File: src/sv/swm_pkg.sv
// ----------------------------------------------------------------------------
// swm_pkg - shared types and constants of the sliding-window maximum
// Default sizes, the register layout, controller states and the
// command/status bundles between controller and datapath.
// ----------------------------------------------------------------------------
package swm_pkg;

	// default sizes
	localparam int WINDOW_MAX_DEF   = 16;
	localparam int SAMPLE_WIDTH_DEF = 32;

	// window_size register
	localparam int            WS_W     = 5;
	localparam logic [WS_W-1:0] WS_RESET = 5'd1;

	// controller states, one-hot
	typedef enum logic [1:0] {
		ST_EMPTY = 2'b01,
		ST_PEND  = 2'b10
	} swm_state_t;

	// controller to datapath
	typedef struct packed {
		logic shift;   // take the input word into the sample line
		logic load;    // copy the window front into the output register
	} swm_cmd_t;

	// datapath to controller
	typedef struct packed {
		logic emit;    // the word on the input would complete a full window
	} swm_sts_t;

endpackage

File: src/sv/swm_ctrl.sv
// ----------------------------------------------------------------------------
// swm_ctrl - handshake controller of the sliding-window maximum
// Tracks whether the sample line holds a result not yet moved to the
// output register, and drives both handshakes.
// ----------------------------------------------------------------------------
module swm_ctrl
	import swm_pkg::*;
(
	input  logic     clk,
	input  logic     arst_n,
	input  logic     in_valid,
	output logic     in_stall,
	output logic     out_valid,
	input  logic     out_stall,
	input  swm_sts_t sts,
	output swm_cmd_t cmd
);

	swm_state_t st_q, st_d;
	logic       out_valid_q;
	logic       move;
	logic       accept;

	// move a pending result when the output register is free or being taken
	assign move     = (st_q == ST_PEND) && (!out_valid_q || !out_stall);
	assign in_stall = (st_q == ST_PEND) && !move;
	assign accept   = in_valid && !in_stall;

	assign cmd.shift = accept;
	assign cmd.load  = move;
	assign out_valid = out_valid_q;

	// next state
	always_comb begin
		st_d = st_q;
		unique case (st_q)
			ST_EMPTY: begin
				if (accept && sts.emit) st_d = ST_PEND;
			end
			ST_PEND: begin
				if (accept && sts.emit) st_d = ST_PEND;
				else if (move)          st_d = ST_EMPTY;
			end
			default: st_d = ST_EMPTY;
		endcase
	end

	// hold state and output valid
	always_ff @(posedge clk or negedge arst_n) begin
		if (!arst_n) begin
			st_q        <= ST_EMPTY;
			out_valid_q <= 1'b0;
		end else begin
			st_q <= st_d;
			if (move)
				out_valid_q <= 1'b1;
			else if (!out_stall)
				out_valid_q <= 1'b0;
		end
	end

	// a stall on the input only while a result waits in the line
	a_stall_pend: assert property (@(posedge clk) disable iff (!arst_n)
		in_stall |-> (st_q == ST_PEND))
		else $error("input stalled with no pending result");

	// a load always presents a word next cycle
	a_load_valid: assert property (@(posedge clk) disable iff (!arst_n)
		cmd.load |=> out_valid_q)
		else $error("loaded result not presented");

	// an emitting word always leaves a pending result
	a_emit_pend: assert property (@(posedge clk) disable iff (!arst_n)
		(cmd.shift && sts.emit) |=> (st_q == ST_PEND))
		else $error("emitting word left no pending result");

endmodule

File: src/sv/swm_dp.sv
// ----------------------------------------------------------------------------
// swm_dp - datapath of the sliding-window maximum
// Sample line indexed by age with one candidate flag per tap. A tap stays
// a candidate while it is inside the window and no newer sample is larger;
// the oldest candidate is the window maximum.
// ----------------------------------------------------------------------------
module swm_dp
	import swm_pkg::*;
#(
	parameter int WINDOW_MAX   = WINDOW_MAX_DEF,
	parameter int SAMPLE_WIDTH = SAMPLE_WIDTH_DEF
) (
	input  logic                           clk,
	input  logic                           arst_n,
	input  logic                           cfg_write,
	input  logic [WS_W-1:0]                cfg_data,
	input  logic signed [SAMPLE_WIDTH-1:0] sample,
	input  logic                           first,
	output logic signed [SAMPLE_WIDTH-1:0] maximum,
	input  swm_cmd_t                       cmd,
	output swm_sts_t                       sts
);

	localparam int CNT_W = $clog2(WINDOW_MAX + 1);
	localparam int CMP_W = (CNT_W > WS_W) ? CNT_W : WS_W;

	logic [WS_W-1:0]                window_size_q;
	logic signed [SAMPLE_WIDTH-1:0] tap_q [WINDOW_MAX];
	logic [WINDOW_MAX-1:0]          cand_q;
	logic [WINDOW_MAX-1:0]          cand_d;
	logic [WINDOW_MAX-1:0]          front_oh;
	logic [CNT_W-1:0]               seen_q;
	logic [CNT_W-1:0]               seen_d;
	logic [CMP_W-1:0]               ws_ext;
	logic [CMP_W-1:0]               w_eff;
	logic signed [SAMPLE_WIDTH-1:0] front_val;
	logic signed [SAMPLE_WIDTH-1:0] maximum_q;

	// clamp the window to 1..WINDOW_MAX
	always_comb begin
		ws_ext = CMP_W'(window_size_q);
		priority if (ws_ext == '0)
			w_eff = CMP_W'(1);
		else if (ws_ext > CMP_W'(WINDOW_MAX))
			w_eff = CMP_W'(WINDOW_MAX);
		else
			w_eff = ws_ext;
	end

	// sequence length, saturating
	always_comb begin
		if (first)
			seen_d = CNT_W'(1);
		else if (seen_q == CNT_W'(WINDOW_MAX))
			seen_d = seen_q;
		else
			seen_d = seen_q + CNT_W'(1);
	end

	assign sts.emit = (CMP_W'(seen_d) >= w_eff);

	// candidate flags after the new word: drop aged-out and smaller taps
	always_comb begin
		cand_d    = '0;
		cand_d[0] = 1'b1;
		for (int k = 1; k < WINDOW_MAX; k++) begin
			cand_d[k] = !first && cand_q[k-1] && (CMP_W'(k) < w_eff) &&
				(tap_q[k-1] >= sample);
		end
	end

	// oldest candidate is the window front
	always_comb begin
		front_val = '0;
		for (int k = 0; k < WINDOW_MAX; k++) begin
			front_oh[k] = cand_q[k] && ((cand_q >> (k + 1)) == '0);
			front_val   = front_val | ({SAMPLE_WIDTH{front_oh[k]}} & tap_q[k]);
		end
	end

	// window size register
	always_ff @(posedge clk or negedge arst_n) begin
		if (!arst_n)
			window_size_q <= WS_RESET;
		else if (cfg_write)
			window_size_q <= cfg_data;
	end

	// advance candidate flags and sequence count
	always_ff @(posedge clk or negedge arst_n) begin
		if (!arst_n) begin
			cand_q <= '0;
			seen_q <= '0;
		end else if (cmd.shift) begin
			cand_q <= cand_d;
			seen_q <= seen_d;
		end
	end

	// advance the sample line
	always_ff @(posedge clk) begin
		if (cmd.shift) begin
			tap_q[0] <= sample;
			for (int k = 1; k < WINDOW_MAX; k++)
				tap_q[k] <= tap_q[k-1];
		end
	end

	// output register
	always_ff @(posedge clk) begin
		if (cmd.load)
			maximum_q <= front_val;
	end

	assign maximum = maximum_q;

	// the newest word is always a candidate
	a_new_cand: assert property (@(posedge clk) disable iff (!arst_n)
		cmd.shift |=> cand_q[0])
		else $error("new word not kept as candidate");

	// a new sequence keeps only its own first word
	a_first_clear: assert property (@(posedge clk) disable iff (!arst_n)
		(cmd.shift && first) |=> (cand_q == WINDOW_MAX'(1)))
		else $error("window not cleared on first word");

	// a load always finds a front
	a_load_front: assert property (@(posedge clk) disable iff (!arst_n)
		cmd.load |-> $onehot(front_oh))
		else $error("no single window front on load");

endmodule

File: src/sv/sliding_window_maximum_core.sv
// ----------------------------------------------------------------------------
// sliding_window_maximum_core - maximum over the last window_size samples
// A result waits as pending, then is loaded into the output register.
// Throughput: one word per cycle while the output is not stalled; the
// candidate update of the whole sample line completes in the accept cycle.
// Reset: clears the candidate flags, the sequence count and the output
// valid, and sets window_size to 1. Sample taps hold no reset value.
// ----------------------------------------------------------------------------
module sliding_window_maximum_core
	import swm_pkg::*;
#(
	parameter int WINDOW_MAX   = WINDOW_MAX_DEF,
	parameter int SAMPLE_WIDTH = SAMPLE_WIDTH_DEF
) (
	input  logic                           clk,
	input  logic                           arst_n,
	input  logic                           cfg_write,
	input  logic [WS_W-1:0]                cfg_data,
	input  logic                           in_valid,
	output logic                           in_stall,
	input  logic signed [SAMPLE_WIDTH-1:0] sample,
	input  logic                           first,
	output logic                           out_valid,
	input  logic                           out_stall,
	output logic signed [SAMPLE_WIDTH-1:0] maximum
);

	swm_cmd_t cmd;
	swm_sts_t sts;

	// handshake control
	swm_ctrl u_ctrl (
		.clk       (clk),
		.arst_n    (arst_n),
		.in_valid  (in_valid),
		.in_stall  (in_stall),
		.out_valid (out_valid),
		.out_stall (out_stall),
		.sts       (sts),
		.cmd       (cmd)
	);

	// sample line, candidates and output register
	swm_dp #(
		.WINDOW_MAX   (WINDOW_MAX),
		.SAMPLE_WIDTH (SAMPLE_WIDTH)
	) u_dp (
		.clk       (clk),
		.arst_n    (arst_n),
		.cfg_write (cfg_write),
		.cfg_data  (cfg_data),
		.sample    (sample),
		.first     (first),
		.maximum   (maximum),
		.cmd       (cmd),
		.sts       (sts)
	);

endmodule
File: config.mk
export PLATFORM = sky130hd
export DESIGN_NAME = sliding_window_maximum_core
export DESIGN_NICKNAME = d
export VERILOG_FILES = /design/src/sv/swm_pkg.sv /design/src/sv/swm_ctrl.sv /design/src/sv/swm_dp.sv /design/src/sv/sliding_window_maximum_core.sv
export SDC_FILE = /design/constraint.sdc
export NUM_CORES = 1
export LEC_CHECK = 0
export BUFFER_PORTS_ARGS = -buffer_cell sky130_fd_sc_hd__buf_4
export CORE_UTILIZATION = 42
export DETAILED_ROUTE_END_ITERATION = 7
export GPL_TIMING_DRIVEN = 0
export PLACE_DENSITY = 0.71
export REMOVE_ABC_BUFFERS = 1
export SETUP_SLACK_MARGIN = 0.15
export SYNTH_ARGS = -nofsm -noshare
export SYNTH_HDL_FRONTEND = slang
export SYNTH_SLANG_ARGS = --single-unit
File: constraint.sdc
create_clock -name clk -period 13.27 [get_ports clk]
set_input_delay 2.654 -clock clk [delete_from_list [all_inputs] [get_ports clk]]
set_output_delay 2.654 -clock clk [all_outputs]
set_load 0.05 [all_outputs]
Word-level counts from Yosys, hierarchy flattened
Memory sizes are Yosys's and may differ from the RTL's. Index checks and enable logic that the tools add are counted.

Add/sub/neg operators: 1. Magnitude comparators: 32. Eq/ne operators: 6. Muxes and demuxes: 12. Bitwise operators: 31. Reduce and logical (&&, ||, !) cells: 87.

Operators with widths (number): AND 32 bit (16); >= comparator 32 bit (15); bitwise OR 32 bit (15); zero test 16 bit (15); logical AND 1 bit (64); less-than comparator 4 x 5 -> 1 bit, first input constant (8); less-than comparator 3 x 5 -> 1 bit, first input constant (4); 2-to-1 mux 5 bit (4); less-than comparator 2 x 5 -> 1 bit, first input constant (2); 2-to-1 mux 2 bit (3); adder 5 x 1 -> 5 bit, second input constant (1); == test 5 bit, second input constant (1); >= comparator 5 bit (1); > comparator 5 bit, second input constant (1); zero test 1 bit (5); zero test 5 bit (1); less-than comparator 1 x 5 -> 1 bit, first input constant (1); 2-to-1 mux 1 bit (4); inequality test 2 x 1 -> 1 bit, second input constant (2); case mux 2 bit (2 select lines) (1); inequality test 3 x 2 -> 1 bit, second input constant (1); == test 2 x 1 -> 1 bit, second input constant (1); == test 2 bit, second input constant (1); AND reduction 2 bit (1); logical OR 1 bit (1).

Register bits after elaboration: 61. RAM bits: 512. Input port bits: 43. Output and inout bits: 34. Logic and storage cells: 176. Memories kept: 1.

Memories: u_dp.tap_q (depth 16, width 32, rd ports 16, clocked after Yosys merged registers in 0, write ports 16, RTL line swm_dp.sv:28) `logic signed [SAMPLE_WIDTH-1:0] tap_q [WINDOW_MAX];`.

Longest topological paths before layout
Gate-level depths: netlist (run 1).

Word-level depth: 18. Depth in mapped cells: 13. Depth with buffers taken out: 13.

Modules after synthesis
Synthesis (run 1) repeated with hierarchy kept, for this count alone.

Cell total of the unflattened synthesis: 2536. Area, all modules: 31813.0 um^2.

By module, submodules not included: swm_dp (times used 1, cells each 2512, area each 31579.0 um^2, sequential area each 16987.5 um^2); swm_ctrl (times used 1, cells each 24, area each 234.0 um^2, sequential area each 76.3 um^2).

Worst setup path before layout (run 1)
No wires, ideal clock.

Path type: input-to-reg. Start: input out_stall. End: register u_ctrl.st_q[1]. Setup time: 89 ps. Arrival time: 15340 ps. Required time: 13181 ps. Slack: -2159 ps. Cell stages on the path: 6. Path buffers: 0. Cells stage by stage: nand3_1 > nand2_1 > inv_1 > o21ai_0 > o22ai_1 > nor3b_1.

Cells in the longest elaborated chain, start to end: 10. Elaborated cells between the ends (all ways): 13. Those cells by class: eq/ne: 2; mux: 2; reduce/logical: 9.

Ends and longest elaborated chain: start: declaration (RTL line sliding_window_maximum_core.sv:24) `input logic out_stall,`; zero test 1 bit * (RTL line swm_ctrl.sv:25) `assign move = (st_q == ST_PEND) && (!out_valid_q || !out_stall);`; logical OR 1 bit * (RTL line swm_ctrl.sv:25); logical AND 1 bit * (RTL line swm_ctrl.sv:25); zero test 1 bit * (RTL line swm_ctrl.sv:26) `assign in_stall = (st_q == ST_PEND) && !move;`; logical AND 1 bit * (RTL line swm_ctrl.sv:26); zero test 1 bit * (RTL line swm_ctrl.sv:27) `assign accept = in_valid && !in_stall;`; logical AND 1 bit * (RTL line swm_ctrl.sv:27); net u_ctrl.accept (RTL line swm_ctrl.sv:22) `logic accept;`; logical AND 1 bit * (RTL line swm_ctrl.sv:38, swm_ctrl.sv:41); 2-to-1 mux 2 bit, or another cell as far along (RTL line swm_ctrl.sv:41) `if (accept && sts.emit) st_d = ST_PEND;`; case mux 2 bit (2 select lines) or AND reduction 2 bit (tied branches); end signal: assignment (RTL line swm_ctrl.sv:54) `st_q <= st_d;`; end: declaration (RTL line swm_ctrl.sv:19) `swm_state_t st_q, st_d;`.

The timed path passes the listed nets; every way through them passes the cells marked *. A chain may end at the register's enable or synchronous reset.

Worst setup path in the final report (run 1)
Start: input out_stall. End: output in_stall.

Cells in the longest elaborated chain, start to end: 5.

Ends and longest elaborated chain: zero test 1 bit (RTL line swm_ctrl.sv:25); logical OR 1 bit (RTL line swm_ctrl.sv:25); logical AND 1 bit (RTL line swm_ctrl.sv:25); zero test 1 bit (RTL line swm_ctrl.sv:26); logical AND 1 bit (RTL line swm_ctrl.sv:26); end: declaration (RTL line sliding_window_maximum_core.sv:20) `output logic in_stall,`.

No other way between the ends.

==> flow_metrics.env, run 1 <==
export IMPL_dieArea_sq_um=76500
export IMPL_synth_top_family_by_area="adder cells"
export IMPL_intPower_w=0.00318
export IMPL_vias=22900
export IMPL_clk_pin_slew_ns=0.06
export IMPL_dpl_cell_area_sq_um=33500
export IMPL_synthXorXnorAreaFrac_pct=0.111
export IMPL_synth_fa_ha_area_share_pct=19.3
export IMPL_cts_buffers=58
export IMPL_worst_setup_path_end_kind="primary output"
export IMPL_max_cap_violations=0
export IMPL_synthMuxAreaShare_pct=0.209
export IMPL_synth_compound_area_share_pct=14.8
export IMPL_async_flop_share_pct=5.06
export IMPL_pwr_share_clk_pct=36.3
export IMPL_fp_coreArea_sq_um=74600
export IMPL_grt_max_degree=142
export IMPL_syn_inst=2502
export IMPL_cts_repair_resized=0
export IMPL_postCtsSetupRepairBufs=0
export IMPL_rsz0062_at_grt="no"
export IMPL_layout_nets=3113
export IMPL_clock_sinks=573
export IMPL_stdcell_count=3595
export IMPL_num_rows=100
export IMPL_min_path_cells=0
export IMPL_whs_ns=0.451
export IMPL_initial_core_util_pct=42.5
export IMPL_synth_simple_area_share_pct=9.64
export IMPL_power_frac_seq_pct=50.9
export IMPL_synth_top_area_share_pct=51.6
export IMPL_worstMarginPinSlew_ns=1.03
export IMPL_synthTopCellsByArea="edfxtp_1, ha_1, a21oi_1, nand4_1, dfrtp_1"
export IMPL_synth_seq_area_share_pct=53.9
export IMPL_status="finished, final reports clean"
export IMPL_finClkSkew_ns=0.0147
export IMPL_die_w_um=277
export IMPL_peakVddDrop_v=0.000109
export IMPL_crit_type="in2out"
export IMPL_rrSetupSlack_ns=8.80
export IMPL_syn2layout_area_growth_pct=11.3
export IMPL_p_switching_w=0.00114
export IMPL_synth_edff_count=544
export IMPL_crit_arrival_ns=3.12
export IMPL_synth_flop_cell="edfxtp_1"
export IMPL_antenna_found_initial=0
export IMPL_final_cell_mix="edfxtp_1, ha_1, a21oi_1, nand2_1, nand4_1"
export IMPL_ys_seq_elements=573
export IMPL_io_buffers=76
export IMPL_worstPathCellList="buf_4, nand3_1, inv_1, buf_4"
export IMPL_synth_warnings=0
export IMPL_grt_overflow=0
export IMPL_rr_worst_depth=7
export IMPL_switching_share_pct=26.4
export IMPL_root_buffer="clkbuf_16"
export IMPL_via_per_inst=6.36
export IMPL_dp_cells=3490
export IMPL_powerDensity_nw_per_um2=123
export IMPL_h_tree_depth=2
export IMPL_pin_count=77
export IMPL_min_period_ns=5.77
export IMPL_yosys_area_top_type="edfxtp_1"
export IMPL_required_ns=10.62
export IMPL_dp_hpwl_mm=63.3
export IMPL_final_area_sq_um=35300
export IMPL_antenna_left=0
export IMPL_synth_cell_type_count=60
export IMPL_fmax_ghz=0.173
export IMPL_slowest_delay_ns=0.18
export IMPL_drv_slew=0
export IMPL_wl_per_cell_um=23.5
export IMPL_cpMostUsedCell="buf_4"
export IMPL_share_comb_of_total_power_pct=12.8
export IMPL_track_usage_pct=21.5
export IMPL_worst_path_max_delay_cell="buf_4"
export IMPL_chipHeight_um=277
export IMPL_drc=0
export IMPL_setup_tns_ns=0
export IMPL_cts_path_max_buffers=3
export IMPL_leakage_nw=13.7
export IMPL_cts_hold_buf=0
export IMPL_finalHoldViolCount=0
export IMPL_slew_headroom_pct=31.1
export IMPL_clk_latency_ns=0.63
export IMPL_num_antenna_cells=0
export IMPL_gp_congestion=0.930
export IMPL_grt_pass1_vias=22800
export IMPL_synth_cell_area_sq_um=31700
export IMPL_p_total_w=0.00433
export IMPL_worstSetupStartpointType="primary input"
export IMPL_final_common_cell="edfxtp_1"
export IMPL_drive_gt1_share_pct=8.76
export IMPL_syn_avg_cell_area_sq_um=12.7
export IMPL_crit_fanout=3
export IMPL_grt_first_pass_wirelength_mm=129
export IMPL_dr_pass1_iters=8
export IMPL_drtIter0Drc=2706
export IMPL_cts_tree="built"
export IMPL_final_setup_viol_count=0
export IMPL_drt_total_wl_mm=84.3
export IMPL_min_path_type="reg2reg"
export IMPL_fillers=6441
export IMPL_fin_crit_sh_pct=43.5
## sequential cells by signal (all words and copies together) (netlist names)
register,count
u_dp.maximum,32
u_dp.tap_q,512
u_dp.cand_q,16
u_dp.seen_q,5
u_ctrl.out_valid,1
u_dp.window_size_q,5
u_ctrl.st_q,2
## cells by family (layout without fill, tap and decap cells)
| group | after synthesis | count (layout) |
|---|---|---|
| fa+ha+maj | 489 | 489 |
| mux | 6 | 6 |
| simple gates | 594 | 594 |
| flops | 573 | 573 |
| xor+xnor | 4 | 4 |
| buf+inv | 161 | 285 |
| compound gates | 675 | 675 |
## layout make-up
cell class              count  area, sq um  area share (%)
flip-flops and latches    573        17100            48.4
multi-input cells        1768        14000            39.8
clock buffers              80         1630            4.62
well taps                 969         1210            3.44
repair buffers             95          875            2.48
inverters                  85          327           0.926
clock inverters            25          140           0.397
## power groups by stage
stage                     Sequential, W  Combinational, W  Clock, W
after floorplan                 0.00225          0.000348         0
after global placement          0.00227          0.000509         0
after detailed placement        0.00223          0.000547         0
after CTS                       0.00220          0.000551   0.00159
after global routing            0.00221          0.000616   0.00165
final                           0.00220          0.000555   0.00157
## path summary, 6_finish.rpt
check,end,startpoint
worst max-delay path,in_stall,out_stall
worst max register to register,u_dp.maximum[4],u_dp.cand_q[15]
min in group asynchronous,u_dp.seen_q[4],arst_n
max in group asynchronous,u_dp.window_size_q[0],arst_n
worst min-delay path,u_dp.tap_q[12][0],u_dp.tap_q[11][0]
worst min register to register,u_dp.tap_q[12][0],u_dp.tap_q[11][0]
## critical path, delay by kind of cell
| kind | cells | cell delay, ns |
|---|---|---|
| buffers and inverters | 3 | 0.35 |
| and+or+nand+nor | 1 | 0.11 |
## synth_stat cells (all sizes together), types with 16 or more instances
| cell type | number |
|---|---|
| or2 | 16 |
| edfxtp | 544 |
| inv | 85 |
| o21ai | 41 |
| a211oi | 32 |
| o211ai | 32 |
| nor3 | 35 |
| nand3 | 96 |
| nand2 | 167 |
| nor4 | 16 |
| a22oi | 64 |
| a21o | 62 |
| clkbuf | 63 |
| a21oi | 251 |
| nand4 | 142 |
| nor2 | 79 |
| ha | 489 |
| a221o | 31 |
| dfrtp | 27 |
| a222oi | 63 |
| a221oi | 31 |
## per-layer routing
metal | track usage (%) | vias to the layer above | wire length (um)
met1 | 28.4 | 11200 | 34600
met4 | 9.69 | 0 | 4070
li1 | - | 10400 | -
met3 | 2.85 | 211 | 6260
met5 | 0 | - | 0
met2 | 35.3 | 1077 | 39400
## through the flow
step                      utilization, %  worst slack [ns]
after floorplan                        -             -2.55
final                               47.3              7.50
after CTS                           47.3              7.52
after global routing                47.3              7.47
after detailed placement            44.9              7.35
after global placement              44.4             -8.32
Power figures use the tool's default switching activity.
==> inputs of run 2 (changes only) <==
--- a/config.mk
+++ b/config.mk
@@ -9,7 +9,7 @@
 export CORE_UTILIZATION = 42
 export DETAILED_ROUTE_END_ITERATION = 7
 export GPL_TIMING_DRIVEN = 0
-export PLACE_DENSITY = 0.71
+export PLACE_DENSITY = 0.69
 export REMOVE_ABC_BUFFERS = 1
 export SETUP_SLACK_MARGIN = 0.15
 export SYNTH_ARGS = -nofsm -noshare
==> constraint.sdc (replaced) <==
create_clock -name clk -period 5.95 [get_ports clk]
set_input_delay 1.19 -clock clk [delete_from_list [all_inputs] [get_ports clk]]
set_output_delay 1.19 -clock clk [all_outputs]
set_load 0.05 [all_outputs]
==> flow_metrics.env, run 2 (synthesis gave the netlist of run 1 again) <==
export IMPL_status="finished, final reports clean"
export IMPL_num_rows=100
export IMPL_largest_reg_flops=512
export IMPL_worstPathCellList="buf_12, or4_1, or3_1, nor3_4, and3_1, nand2_1, nand4_1"
export IMPL_syn2layout_area_growth_pct=12.2
export IMPL_pre_cts_ws_ns=1.29
export IMPL_crit_path_start="u_dp.cand_q[15]"
export IMPL_crit_end="u_dp.maximum[2]"
export IMPL_drt_total_wl_mm=82.9
export IMPL_dieArea_sq_um=76500
export IMPL_layout_nets=3115
export IMPL_setup_ws_ns=1.63
export IMPL_clk_latency_ns=0.63
export IMPL_slew_headroom_pct=30.1
export IMPL_h_tree_depth=2
export IMPL_rr_worst_depth=7
export IMPL_required_ns=6.38
export IMPL_worstMarginPinSlew_ns=1.04
export IMPL_peakVddDrop_v=0.000257
export IMPL_dp_hpwl_mm=62.8
export IMPL_cts_buffers=59
export IMPL_io_buffers=76
export IMPL_root_buffer="clkbuf_16"
export IMPL_pin_count=77
export IMPL_crit_fanout=40
export IMPL_rsz0062_at_grt="no"
export IMPL_num_antenna_cells=0
export IMPL_worstSetupStartpointType="register"
export IMPL_final_setup_viol_count=0
export IMPL_r2r_end="u_dp.maximum[2]"
export IMPL_crit_arrival_ns=4.75
export IMPL_antenna_left=0
export IMPL_grt_pass1_vias=22300
export IMPL_clock_sinks=573
export IMPL_r2r_start="u_dp.cand_q[15]"
export IMPL_grt_overflow=0
export IMPL_track_usage_pct=21.1
export IMPL_powerDensity_nw_per_um2=283
export IMPL_finalHoldViolCount=0
export IMPL_final_area_sq_um=35500
export IMPL_cts_path_max_buffers=3
export IMPL_grt_first_pass_wirelength_mm=126
export IMPL_drive_gt1_share_pct=9.27
export IMPL_postCtsSetupRepairBufs=0
export IMPL_wl_per_cell_um=23.0
export IMPL_final_common_cell="edfxtp_1"
export IMPL_initial_core_util_pct=42.5
export IMPL_final_cell_mix="edfxtp_1, ha_1, a21oi_1, nand2_1, nand4_1"
export IMPL_worst_setup_path_end_kind="register"
export IMPL_clk_pin_slew_ns=0.06
export IMPL_crit_type="reg2reg"
export IMPL_dpl_cell_area_sq_um=33500
export IMPL_cts_hold_buf=0
export IMPL_rrSetupSlack_ns=1.63
export IMPL_worst_path_max_delay_cell="nor3_4"
export IMPL_setup_tns_ns=0
export IMPL_slowest_delay_ns=0.83
export IMPL_fp_coreArea_sq_um=74600
export IMPL_gp_congestion=0.934
export IMPL_p_total_w=0.0100
export IMPL_fin_crit_sh_pct=72.6
export IMPL_drtIter0Drc=2759
export IMPL_hold_start="u_dp.tap_q[11][0]"
export IMPL_chipHeight_um=277
export IMPL_max_cap_violations=0
export IMPL_via_per_inst=6.26
export IMPL_grt_max_degree=140
export IMPL_largest_register="u_dp.tap_q"
export IMPL_drc=0
export IMPL_drv_slew=0
export IMPL_dr_pass1_iters=8
export IMPL_antenna_found_initial=0
export IMPL_cts_tree="built"
export IMPL_fmax_ghz=0.231
export IMPL_fillers=6402
export IMPL_finClkSkew_ns=0.0163
export IMPL_vias=22500
export IMPL_cts_repair_resized=0
export IMPL_leakage_nw=13.8
export IMPL_min_period_ns=4.32
export IMPL_min_path_type="reg2reg"
export IMPL_die_w_um=277
[run 2: cell types whose count changed in the layout (fill, tap and decap cells not counted)]
cell        before  now
clkinv_1        12    9
clkinvlp_4       2    1
buf_6            3    4
clkbuf_1        16   10
clkbuf_8         3    7
bufinv_16        1    8
inv_8            1    2
clkinv_4         0    2
[run 2: area by class of cell]
type | count | area [sq um] | area share, %
Sequential cell | 573 | 17100 | 48.0
Clock buffer | 78 | 1660 | 4.67
Tap cell | 969 | 1210 | 3.41
Clock inverter | 31 | 360 | 1.01
Multi-Input combinational cell | 1768 | 14000 | 39.5
Timing Repair Buffer | 96 | 886 | 2.49
Inverter | 85 | 327 | 0.919
[run 2: per-stage QoR]
stage	utilization, %	hold WS, ns	cells
2_1_floorplan	-	0.426	2426
3_3_place_gp	44.4	0.432	3471
3_5_place_dp	44.9	0.436	3491
4_1_cts	47.6	0.451	3600
5_1_grt	47.7	0.461	3600
6_report	47.7	0.448	3600
[run 2: power by group]
part           switching, W  internal (W)  total, W
Combinational      0.000777      0.000459   0.00124
Sequential         0.000197       0.00471   0.00490
Clock               0.00160       0.00230   0.00390
[run 2: worst min path at each step]
stage                         to  slack (ns)  depth (start not counted)
2_1_floorplan  u_dp.tap_q[12][0]        0.43                          0
3_3_place_gp   u_dp.tap_q[14][0]        0.43                          0
3_5_place_dp   u_dp.tap_q[12][0]        0.44                          0
4_1_cts        u_dp.tap_q[12][0]        0.45                          0
5_1_grt        u_dp.tap_q[14][0]        0.46                          0
6_report       u_dp.tap_q[12][0]        0.45                          0
[run 2: worst max-delay path: cells and delay by family (launching register included)]
family | cells | cell delay (ns)
AND/OR/NAND/NOR | 6 | 3.20
flip-flops | 1 | 0.62
buffers and inverters | 1 | 0.28
[run 2: layer usage]
metal,up-vias,part of all wire (%),wire length [um],global-route usage [%]
met4,0,4.1,3390,9.10
li1,10400,-,-,-
met2,928,48,39500,35.2
met1,11000,41,34200,27.7
met5,-,0,0,0
met3,178,6.9,5750,2.45
